$ cat config.mk
export PLATFORM = sky130hd
export DESIGN_NAME = uss_ram
export DESIGN_NICKNAME = d
export VERILOG_FILES = /design/src/rtl/uss_ram.sv
export SDC_FILE = /design/constraint.sdc
export NUM_CORES = 2
export LEC_CHECK = 0
export CAP_MARGIN = 15
export CORE_ASPECT_RATIO = 2
export CORE_UTILIZATION = 57
export CTS_CLUSTER_DIAMETER = 150
export CTS_CLUSTER_SIZE = 40
export DETAILED_ROUTE_END_ITERATION = 8
export DONT_BUFFER_PORTS = 1
export PLACE_DENSITY = 0.68
export SYNTH_ARGS = -nofsm -noshare
export SYNTH_HDL_FRONTEND = slang
export SYNTH_SLANG_ARGS = --single-unit
export TNS_END_PERCENT = 5
$ cat constraint.sdc
create_clock -name clk_i -period 10 [get_ports clk_i]
set_input_delay 2 -clock clk_i [delete_from_list [all_inputs] [get_ports clk_i]]
set_output_delay 2 -clock clk_i [all_outputs]
set_load 0.01 [all_outputs]
$ cat src/rtl/uss_ram.sv
`default_nettype none

module uss_ram #(
  parameter int WIDTH = 64,
  parameter int DEPTH = 32
) (
  input  wire logic                                   clk_i,
  input  wire logic                                   we_i,
  input  wire logic [((DEPTH > 1) ? $clog2(DEPTH) : 1)-1:0] waddr_i,
  input  wire logic [WIDTH-1:0]                       wdata_i,
  input  wire logic [((DEPTH > 1) ? $clog2(DEPTH) : 1)-1:0] raddr_i,
  output logic      [WIDTH-1:0]                       rdata_o
);

  logic [WIDTH-1:0] mem_q [DEPTH];

  always_ff @(posedge clk_i) begin
    if (we_i) begin
      mem_q[waddr_i] <= wdata_i;
    end
    rdata_o <= mem_q[raddr_i];
  end

endmodule

`default_nettype wire

==> impl_metrics.env <==
export IMPL_ioPinCount=140
export IMPL_yosysTopAreaCell="edfxtp_1"
export IMPL_min_from="mem_q[4][13]$_DFFE_PP_"
export IMPL_cp_slowest_cell="nor2_4"
export IMPL_vias_per_cell=6.72
export IMPL_max_freq_ghz=0.225
export IMPL_r2r_end="rdata_o[27]$_DFF_P_"
export IMPL_dieWidth_um=265
export IMPL_outcome="finished, violations left"
export IMPL_cts_path_max_buffers=3
export IMPL_syn_nets=3173
export IMPL_rrSetupSlack_ns=7.92
export IMPL_yosys_top_cells_area="edfxtp_1 (78%), mux4_2 (17%), dfxtp_1 (1.6%)"
export IMPL_wl_met2_um=99900
export IMPL_fin_crit_ns=4.44
export IMPL_final_setup_tns_ns=0
export IMPL_ys_warn_count=0
export IMPL_max_cap_violations=0
export IMPL_finalHoldViolCount=0
export IMPL_finClkSkew_ns=0.0251
export IMPL_cts_tree="yes"
export IMPL_routed_wl_um=186000
export IMPL_nets=3121
export IMPL_finalSetupViolCount=0
export IMPL_grt_pass1_wl_um=262000
export IMPL_syn_to_final_growth_pct=5.14
export IMPL_cts_resized=0
export IMPL_p_per_area_nw_per_um2=169
export IMPL_firstDrtPassIters=7
export IMPL_p_leak_uw=0.0246
export IMPL_crit_chain="nand3b_1, nor2_4, buf_4"
export IMPL_hold_path_end="rdata_o[13]$_DFF_P_"
export IMPL_tightest_slew_ns=1.65
export IMPL_start_kind="primary input"
export IMPL_drive_above_1_share_pct=26.4
export IMPL_wl_met1_um=64700
export IMPL_reg2reg_from="mem_q[13][27]$_DFFE_PP_"
export IMPL_cts_setup_buffers=0
export IMPL_antenna_found_initial=7
export IMPL_hp_class="reg -> reg"
export IMPL_drt_first_iter_violations=3703
export IMPL_ys_types=31
export IMPL_clk_pin_slew_ns=0.14
export IMPL_place_gp_congestion=0.826
export IMPL_path_delay_family="simple AND/OR/NAND/NOR gates"
export IMPL_ff2ff_path_depth=3
export IMPL_grt_max_degree=503
export IMPL_cp_data_required_time_ns=10.37
export IMPL_post_route_period_util_pct=44.4
export IMPL_synth_top_cell_area_share_pct=77.9
export IMPL_overflow=0
export IMPL_critPathKind="in -> reg"
export IMPL_place_area_um2=81300
export IMPL_core_area_um2=137000
export IMPL_hold_depth=3
export IMPL_drc_errors=0
export IMPL_cp_max_fo=41
export IMPL_ctsHtreeMaxLevel=2
export IMPL_violations="slew limit"
export IMPL_critPathBufInv=1
export IMPL_die_area_um2=140000
export IMPL_postSynthAreaPerCell_um2=25.5
export IMPL_die_y_um=528
export IMPL_hpwl_um=107000
export IMPL_relSlewSlack_pct=-10.3
export IMPL_io_buffers=0
export IMPL_yosysSeqAreaShare_pct=79.5
export IMPL_numCtsBuffers=58
export IMPL_slew_viol_final=95
export IMPL_top_layer="met5"
export IMPL_clkLatencyLatePin_ns=0.74
export IMPL_cp_end_kind="flop"
export IMPL_syn_inst=3097
export IMPL_vdd_drop_max_v=0.000234
export IMPL_worstPathArrival_ns=4.80
export IMPL_ctsHoldBuffers=0
export IMPL_root_buffer="clkbuf_16"
export IMPL_max_stage_delay_ns=1.19
export IMPL_syn_area_um2=79000
export IMPL_cts_sinks=2112
export IMPL_setup_ws_ns=5.56
export IMPL_finish_instance_area_um2=83000
export IMPL_grt_pass1_vias=34200
export IMPL_grt_usage_pct=27.1
export IMPL_initial_core_util_pct=57.6
export IMPL_rsz0062_at_grt="no"
export IMPL_routedWlPerCell_um=37.5
export IMPL_pre_cts_ws_ns=4.78
export IMPL_crit_path_start="waddr_i[1]"
export IMPL_ant_nets=0
export IMPL_ys_seq_elements=2112
export IMPL_dr_total_vias=33200
export IMPL_dr_wl_met3_um=12100
export IMPL_placementRows=192
==> power breakdown <==
part,internal [uW],total [uW],switching (uW)
Sequential,9830,9900,75.5
Combinational,327,561,234
Clock,1180,3570,2400
Total,11300,14000,2710
==> cell type report <==
cell class / instances / area [um^2]
sequential: 2112 / 62800
fill: 9165 / 54100
multi-input combinational: 828 / 15700
tap: 1843 / 2310
clock buffer: 109 / 1710
timing repair buffer: 44 / 528
antenna: 4 / 10.0
clock inverter: 1 / 8.76
inverter: 1 / 3.75
==> per-layer routing <==
layer,global-route usage (%),vias to the layer above
met2,48.1,1337
met4,11.0,4
li1,-,13200
met3,4.01,251
met1,33.4,18400
met5,0,-
==> per-stage QoR <==
stage	cells	hold WS (ns)	power (uW)	utilization [%]
6_report	4942	0.814	14000	60.5
5_1_grt	4939	0.865	14300	60.5
4_1_cts	4937	0.812	14100	60.5
3_5_place_dp	4827	0.772	10700	59.3
3_3_place_gp	4817	0.785	10700	59.1
2_1_floorplan	3097	0.722	10600	-
==> cells in the final DEF (no fill, tap or decap) <==
cell type  Yosys  routed
a221oi_1      12      12
a22o_1         1       1
edfxtp_1    2048    2048
dfxtp_1       64      64
o221ai_1       3       3
a22oi_1        3       3
nand3_1        2       2
nor2_1        41       9
mux4_2       602     602
o22ai_1       10      10
nand3b_1       5       5
mux2i_1       38      38
o21ai_0        9       9
a211oi_1       3       3
buf_4         14      33
o211ai_1       3       3
mux2_2        74      74
or3b_2         2       2
and2_0         1       1
o31a_1         3       3
nand2_1        3       3
and2_1         3       3
nor2b_1        4       4
o2bb2ai_1      3       3
clkbuf_16      0      61
buf_16         0       8
nand2b_1       2       2
buf_12         0       3
clkbuf_1      55      48
or3_1          1       1
nor2_4         0      32
inv_6          0       1
inv_2          1       1
diode_2        0       4
==> flip-flops by register name (all words and copies together) (netlist names) <==
name / count
mem_q: 2048
rdata_o: 64
==> worst min-delay path, cell delays in order, from the launching register on <==
cell	delay, ns
edfxtp_1	0.35
mux2i_1	0.06
a211oi_1	0.23
o31a_1	0.15
==> cells in the mapped netlist (all sizes together) <==
master	number
nand3b	5
a22oi	3
o221ai	3
and2	4
or3	1
nand2	3
dfxtp	64
o22ai	10
nand2b	2
mux4	602
or3b	2
o2bb2ai	3
inv	1
nor2	41
a221oi	12
a211oi	3
edfxtp	2048
mux2	74
buf	101
a22o	1
o31a	3
o211ai	3
nor2b	4
nand3	2
clkbuf	55
o21ai	9
mux2i	38
==> cells by family after synthesis <==
group	after synthesis	synth area share, %
flops	2112	79.5
mux	714	18.7
buf+inv	157	0.944
simple gates	64	0.379
compound gates	50	0.466
==> worst max-delay path by stage <==
stage / to / slack, ns / depth (start not counted)
after CTS: mem_q[13][23]$_DFFE_PP_ / 5.55 / 3
final: mem_q[13][23]$_DFFE_PP_ / 5.56 / 3
after global routing: mem_q[13][3]$_DFFE_PP_ / 5.51 / 3
after detailed placement: mem_q[13][23]$_DFFE_PP_ / 4.78 / 3
after floorplan: mem_q[12][0]$_DFFE_PP_ / 4.18 / 3
after global placement: mem_q[13][10]$_DFFE_PP_ / 4.81 / 3
No activity file was read; power rests on OpenSTA's default activity.
