## src/rtl/uss_pkg.sv

```systemverilog
`default_nettype none

package uss_pkg;

  localparam int ID_W      = 16;
  localparam int TICK_W    = 48;
  localparam int TIME_W    = 48;
  localparam int CFG_W     = 16;
  localparam int TOT_W     = 53;
  localparam int SHARE_W   = 10;
  localparam int ENTRY_W   = ID_W + TICK_W;
  // growth * 1000 fits in 58 bits
  localparam int NUM_W     = TICK_W + SHARE_W;
  // quotient bits produced; anything at or above 2^11 saturates anyway
  localparam int DIV_STEPS = 12;
  localparam int DIV_W     = TOT_W + DIV_STEPS - 1;
  localparam int STEP_W    = $clog2(DIV_STEPS);

  localparam logic [SHARE_W-1:0] SHARE_FULL   = 10'd1000;
  localparam logic [CFG_W-1:0]   INTERVAL_RST = 16'd1000;

  typedef enum logic [2:0] {
    P_IDLE    = 3'b001,
    P_COLLECT = 3'b010,
    P_SKIP    = 3'b100
  } phase_e;

  typedef enum logic [7:0] {
    S_IDLE  = 8'b0000_0001,
    S_PREP  = 8'b0000_0010,
    S_NEW   = 8'b0000_0100,
    S_LATCH = 8'b0000_1000,
    S_SCAN  = 8'b0001_0000,
    S_MUL   = 8'b0010_0000,
    S_DIV   = 8'b0100_0000,
    S_WAIT  = 8'b1000_0000
  } seq_state_e;

  typedef struct packed {
    logic             start;
    logic [NUM_W-1:0] num;
    logic [TOT_W-1:0] den;
  } div_req_t;

  typedef struct packed {
    logic               done;
    logic [SHARE_W-1:0] share;
  } div_rsp_t;

  // g * 1000 as 1024 - 16 - 8
  function automatic logic [NUM_W-1:0] times_full(input logic [TICK_W-1:0] g);
    logic [NUM_W-1:0] w;
    w = NUM_W'(g);
    times_full = (w << 10) - (w << 4) - (w << 3);
  endfunction

endpackage

`default_nettype wire

```

## src/rtl/uss_div.sv

```systemverilog
`default_nettype none

// Restoring divider, one compare-subtract per cycle, saturating quotient.
module uss_div (
  input  wire logic              clk_i,
  input  wire logic              rst_ni,
  input  wire uss_pkg::div_req_t req_i,
  output uss_pkg::div_rsp_t      rsp_o
);

  import uss_pkg::*;

  logic                 busy_q, busy_d;
  logic                 done_q, done_d;
  logic [STEP_W-1:0]    step_q, step_d;
  logic [DIV_W-1:0]     rem_q, rem_d;
  logic [DIV_W-1:0]     dvs_q, dvs_d;
  logic [DIV_STEPS-1:0] quo_q, quo_d;
  logic                 ge;

  assign ge = rem_q >= dvs_q;

  always_comb begin
    busy_d = busy_q;
    done_d = 1'b0;
    step_d = step_q;
    rem_d  = rem_q;
    dvs_d  = dvs_q;
    quo_d  = quo_q;
    if (req_i.start) begin
      busy_d = 1'b1;
      step_d = '0;
      rem_d  = DIV_W'(req_i.num);
      dvs_d  = DIV_W'(req_i.den) << (DIV_STEPS - 1);
      quo_d  = '0;
    end else if (busy_q) begin
      rem_d  = ge ? rem_q - dvs_q : rem_q;
      dvs_d  = dvs_q >> 1;
      quo_d  = {quo_q[DIV_STEPS-2:0], ge};
      step_d = step_q + STEP_W'(1);
      if (step_q == STEP_W'(DIV_STEPS - 1)) begin
        busy_d = 1'b0;
        done_d = 1'b1;
      end
    end
  end

  always_ff @(posedge clk_i or negedge rst_ni) begin
    if (!rst_ni) begin
      busy_q <= 1'b0;
      done_q <= 1'b0;
      step_q <= '0;
    end else begin
      busy_q <= busy_d;
      done_q <= done_d;
      step_q <= step_d;
    end
  end

  always_ff @(posedge clk_i) begin
    rem_q <= rem_d;
    dvs_q <= dvs_d;
    quo_q <= quo_d;
  end

  assign rsp_o.done  = done_q;
  assign rsp_o.share = (quo_q > DIV_STEPS'(SHARE_FULL)) ? SHARE_FULL : quo_q[SHARE_W-1:0];

endmodule

`default_nettype wire

```

## config.mk

```make
export PLATFORM = sky130hd
export DESIGN_NAME = uss_div
export DESIGN_NICKNAME = d
export VERILOG_FILES = /design/src/rtl/uss_pkg.sv /design/src/rtl/uss_div.sv
export SDC_FILE = /design/constraint.sdc
export NUM_CORES = 1
export LEC_CHECK = 0
export ABC_AREA = 1
export BUFFER_PORTS_ARGS = -buffer_cell sky130_fd_sc_hd__buf_2
export CAP_MARGIN = 20
export CORE_MARGIN = 4
export CORE_UTILIZATION = 46
export CTS_CLUSTER_DIAMETER = 120
export DETAILED_ROUTE_END_ITERATION = 8
export PLACE_DENSITY = 0.78
export SKIP_CTS_REPAIR_TIMING = 1
export SYNTH_ARGS = -nofsm -noshare
export SYNTH_HDL_FRONTEND = slang
export SYNTH_SLANG_ARGS = --single-unit
```

## constraint.sdc

```tcl
create_clock -name clk_i -period 3.6 [get_ports clk_i]
set_input_delay 0.18 -clock clk_i [delete_from_list [all_inputs] [get_ports clk_i]]
set_output_delay 0.18 -clock clk_i [all_outputs]
set_load 0.02 [all_outputs]
```

==> summary.txt <==
==================================================================================
Core outline area                                                        24460 µm²
Overall Power                                                            0.01054 W
Drt first pass iters                                                             7
Finished Core Util                                                          53.62%
Vias                                                                         11087
Wirelength per Cell                                                       15.01 µm
Leading cell types in the layout, fill and taps excluded              nand2_1 (650), inv_1 (315), nor2_1 (143)
Worst Path Class, Setup                                               flop to flop
Data arrival time of the critical path                                     2.86 ns
Worst min path class                                                  input pin to flop
Synthesized netlist cell count                                                1755
Max VDD drop                                                             0.3629 mV
Vias in the first global route                                               10638
First-pass GRT wire length                                                53670 µm
Number of violations of the max-capacitance limit                                0
Number of routed nets with antenna violations                                    0
Leakage                                                                   6.815 nW
Category of the worst setup path launch point                                 flop
Initial DRC count                                                             1069
Final setup skew                                                        0.01176 ns
TritonCTS clock tree                                                          done
Synth warn                                                                       0
Worst Path Max Fanout                                                           58
Status                                                                complete, but fails checks
Final count of pins violating max slew                                           0
Final setup TNS                                                               0 ns
Final WL                                                                  33210 µm
Area enclosed by the die boundary                                        27620 µm²
Leading cell type in the layout, fill and taps excluded                    nand2_1
Share of the yosys chip area belonging to registers                         35.31%
Max Clk Rate                                                            0.3630 GHz
Worst slack on hold paths                                             -0.001485 ns
CP endpoint kind                                                              flop
Layout cells sized above 1                                                  12.08%
Number of storage elements in the synthesis netlist                            146
Relative slew margins                                                       50.09%
Count of distinct cell types in the synthesized netlist                         45
Global placer's final weighted congestion                                   0.9830
Clock Path Buffers                                                               2
Failing checks                                                         hold timing
Clock network latency to the later pin of the worst-skew pair              0.44 ns
Mean instance size in the synthesized netlist                            6.558 µm²
Hpwl dp                                                                   26270 µm
Total CTS buffers                                                               17
Clock-pin slew on the worst setup and hold paths                           0.07 ns
Pin count of the biggest net entering global routing                            78
Final clock period utilization by the worst path                            76.52%
Worst-margin pin slew                                                    0.7486 ns
Signed area change from the synthesized netlist to the final layout         13.97%
Count of antenna diodes in the layout                                            0
Chip height                                                               166.2 µm
Count of input and output buffers                                              124
Power per standard cell area                                          803.6 nW/µm²
Number of rows created at floorplan                                             57
Reg2reg setup slack                                                        0.85 ns
X dimension of the die                                                    166.2 µm
Global route total overflow                                                      0
Count of unresolved DRC violations after routing                                 0
Global router's overall resource usage                                      23.73%
Mapped Area                                                              11510 µm²
I/O pin count                                                                  125
# nets final                                                                  2055
Count of H-tree levels built during CTS                                          4
Antenna violations before repair                                                 0
Number of vias per cell                                                      5.012
Crit path required time                                                    3.70 ns
Synthesized Nets                                                              1935
Total of endpoints with negative setup slack in the final report                 0
Final min period                                                          2.755 ns
Root buf cell                                                            clkbuf_16
RSZ-0062 raised after global routing                                            no
Count of clock tree sinks                                                      146
Fin. Hold Viols                                                                  1
Starting density of the core                                                47.05%
==================================================================================
kinds of logic (layout without fill, tap and decap cells):
family	count (synthesis)	in the layout	synth area share, %
compound gates	207	207	9.740
simple gates	960	960	34.71
buf+inv	362	495	11.94
flops	146	146	35.31
xor+xnor	14	14	1.065
fa+ha+maj	66	66	7.240
path summary, 6_finish.rpt:
| path | startpoint | end | cells after the start |
|---|---|---|---|
| max reg2reg | rem_q[0] | rem_q[36] | 17 |
| min reg2reg | step_q[3] | step_q[3] | 1 |
| min | req_i[52] | dvs_q[63] | 3 |
| max in group asynchronous | rst_ni | busy_q | 2 |
| min in group asynchronous | rst_ni | step_q[1] | 2 |
| max | rem_q[0] | rem_q[36] | 17 |
worst max-delay path: stages (launching register included):
cell and delay (ns):
edfxtp_1 0.33, inv_1 0.04, ha_1 0.21, fa_1 0.37, inv_1 0.11, nand2_1 0.09, nand2_1 0.08, nand3_1 0.08
nand2_2 0.10, nand2_1 0.06, nand2_2 0.08, nand2_1 0.06, nand2_2 0.09, nand2_2 0.07, nand3_4 0.11, nand2_4 0.09
nand2_2 0.09, buf_12 0.31
per-stage QoR:
stage                     setup slack (ns)  instances  cell area, µm²  hold slack [ns]
after detailed placement            0.8996       2179           12480          0.01118
after floorplan                     0.1624       1755           11510          -0.1156
after global routing                0.6146       2212           13120          0.02217
after CTS                           0.8600       2211           13110          -0.4567
final                               0.8452       2212           13120        -0.001485
after global placement              0.9490       2179           12480         0.008633
synth_stat cells (all sizes together):
master | number | area share [%]
o2111ai | 1 | 0.076
buf | 4 | 0.17
xnor2 | 14 | 1.1
nand3 | 77 | 3.5
dfxtp | 29 | 5.0
nor2 | 155 | 5.6
edfxtp | 111 | 29
o22ai | 21 | 1.1
nand2 | 670 | 22
a21oi | 74 | 3.2
nor3 | 18 | 0.92
or2 | 17 | 0.92
and3 | 1 | 0.054
nand4 | 2 | 0.16
o21ai | 87 | 3.8
o21a | 1 | 0.065
ha | 65 | 7.1
o211ai | 1 | 0.065
dfrtp | 6 | 1.3
a21o | 1 | 0.065
and2 | 4 | 0.22
nand3b | 11 | 0.72
nor3b | 1 | 0.065
clkbuf | 26 | 0.93
a21boi | 3 | 0.20
inv | 331 | 11
fa | 1 | 0.17
o21bai | 14 | 0.91
clkinv | 1 | 0.033
nor4 | 4 | 0.22
a31oi | 4 | 0.22
power by group:
group          internal [W]  switching, W  total [W]
Clock              0.000965      0.000928    0.00189
Combinational       0.00200       0.00412    0.00612
Sequential          0.00238      0.000141    0.00253
final cells by class:
class | count | area (µm²)
fillers | 2437 | 11340
multi-input cells | 1247 | 6075
flip-flops and latches | 146 | 4064
inverters | 332 | 1246
repair buffers | 131 | 703.2
clock buffers | 17 | 425.4
well taps | 324 | 405.4
clock inverters | 15 | 198.9
layer usage:
| layer | GRT usage [%] | wire (µm) |
|---|---|---|
| met1 | 33.33 | 15750 |
| met5 | 0 | 0 |
| met2 | 38.32 | 14970 |
| met4 | 6.707 | 781 |
| met3 | 3.475 | 1702 |
sequential cells by signal (all words and copies together), names as in the netlist:
| signal | count |
|---|---|
| rem_q | 64 |
| step_q | 4 |
| dvs_q | 64 |
| busy_q | 1 |
| quo_q | 12 |
| done_q | 1 |
No activity file was read; power rests on OpenSTA's default activity.
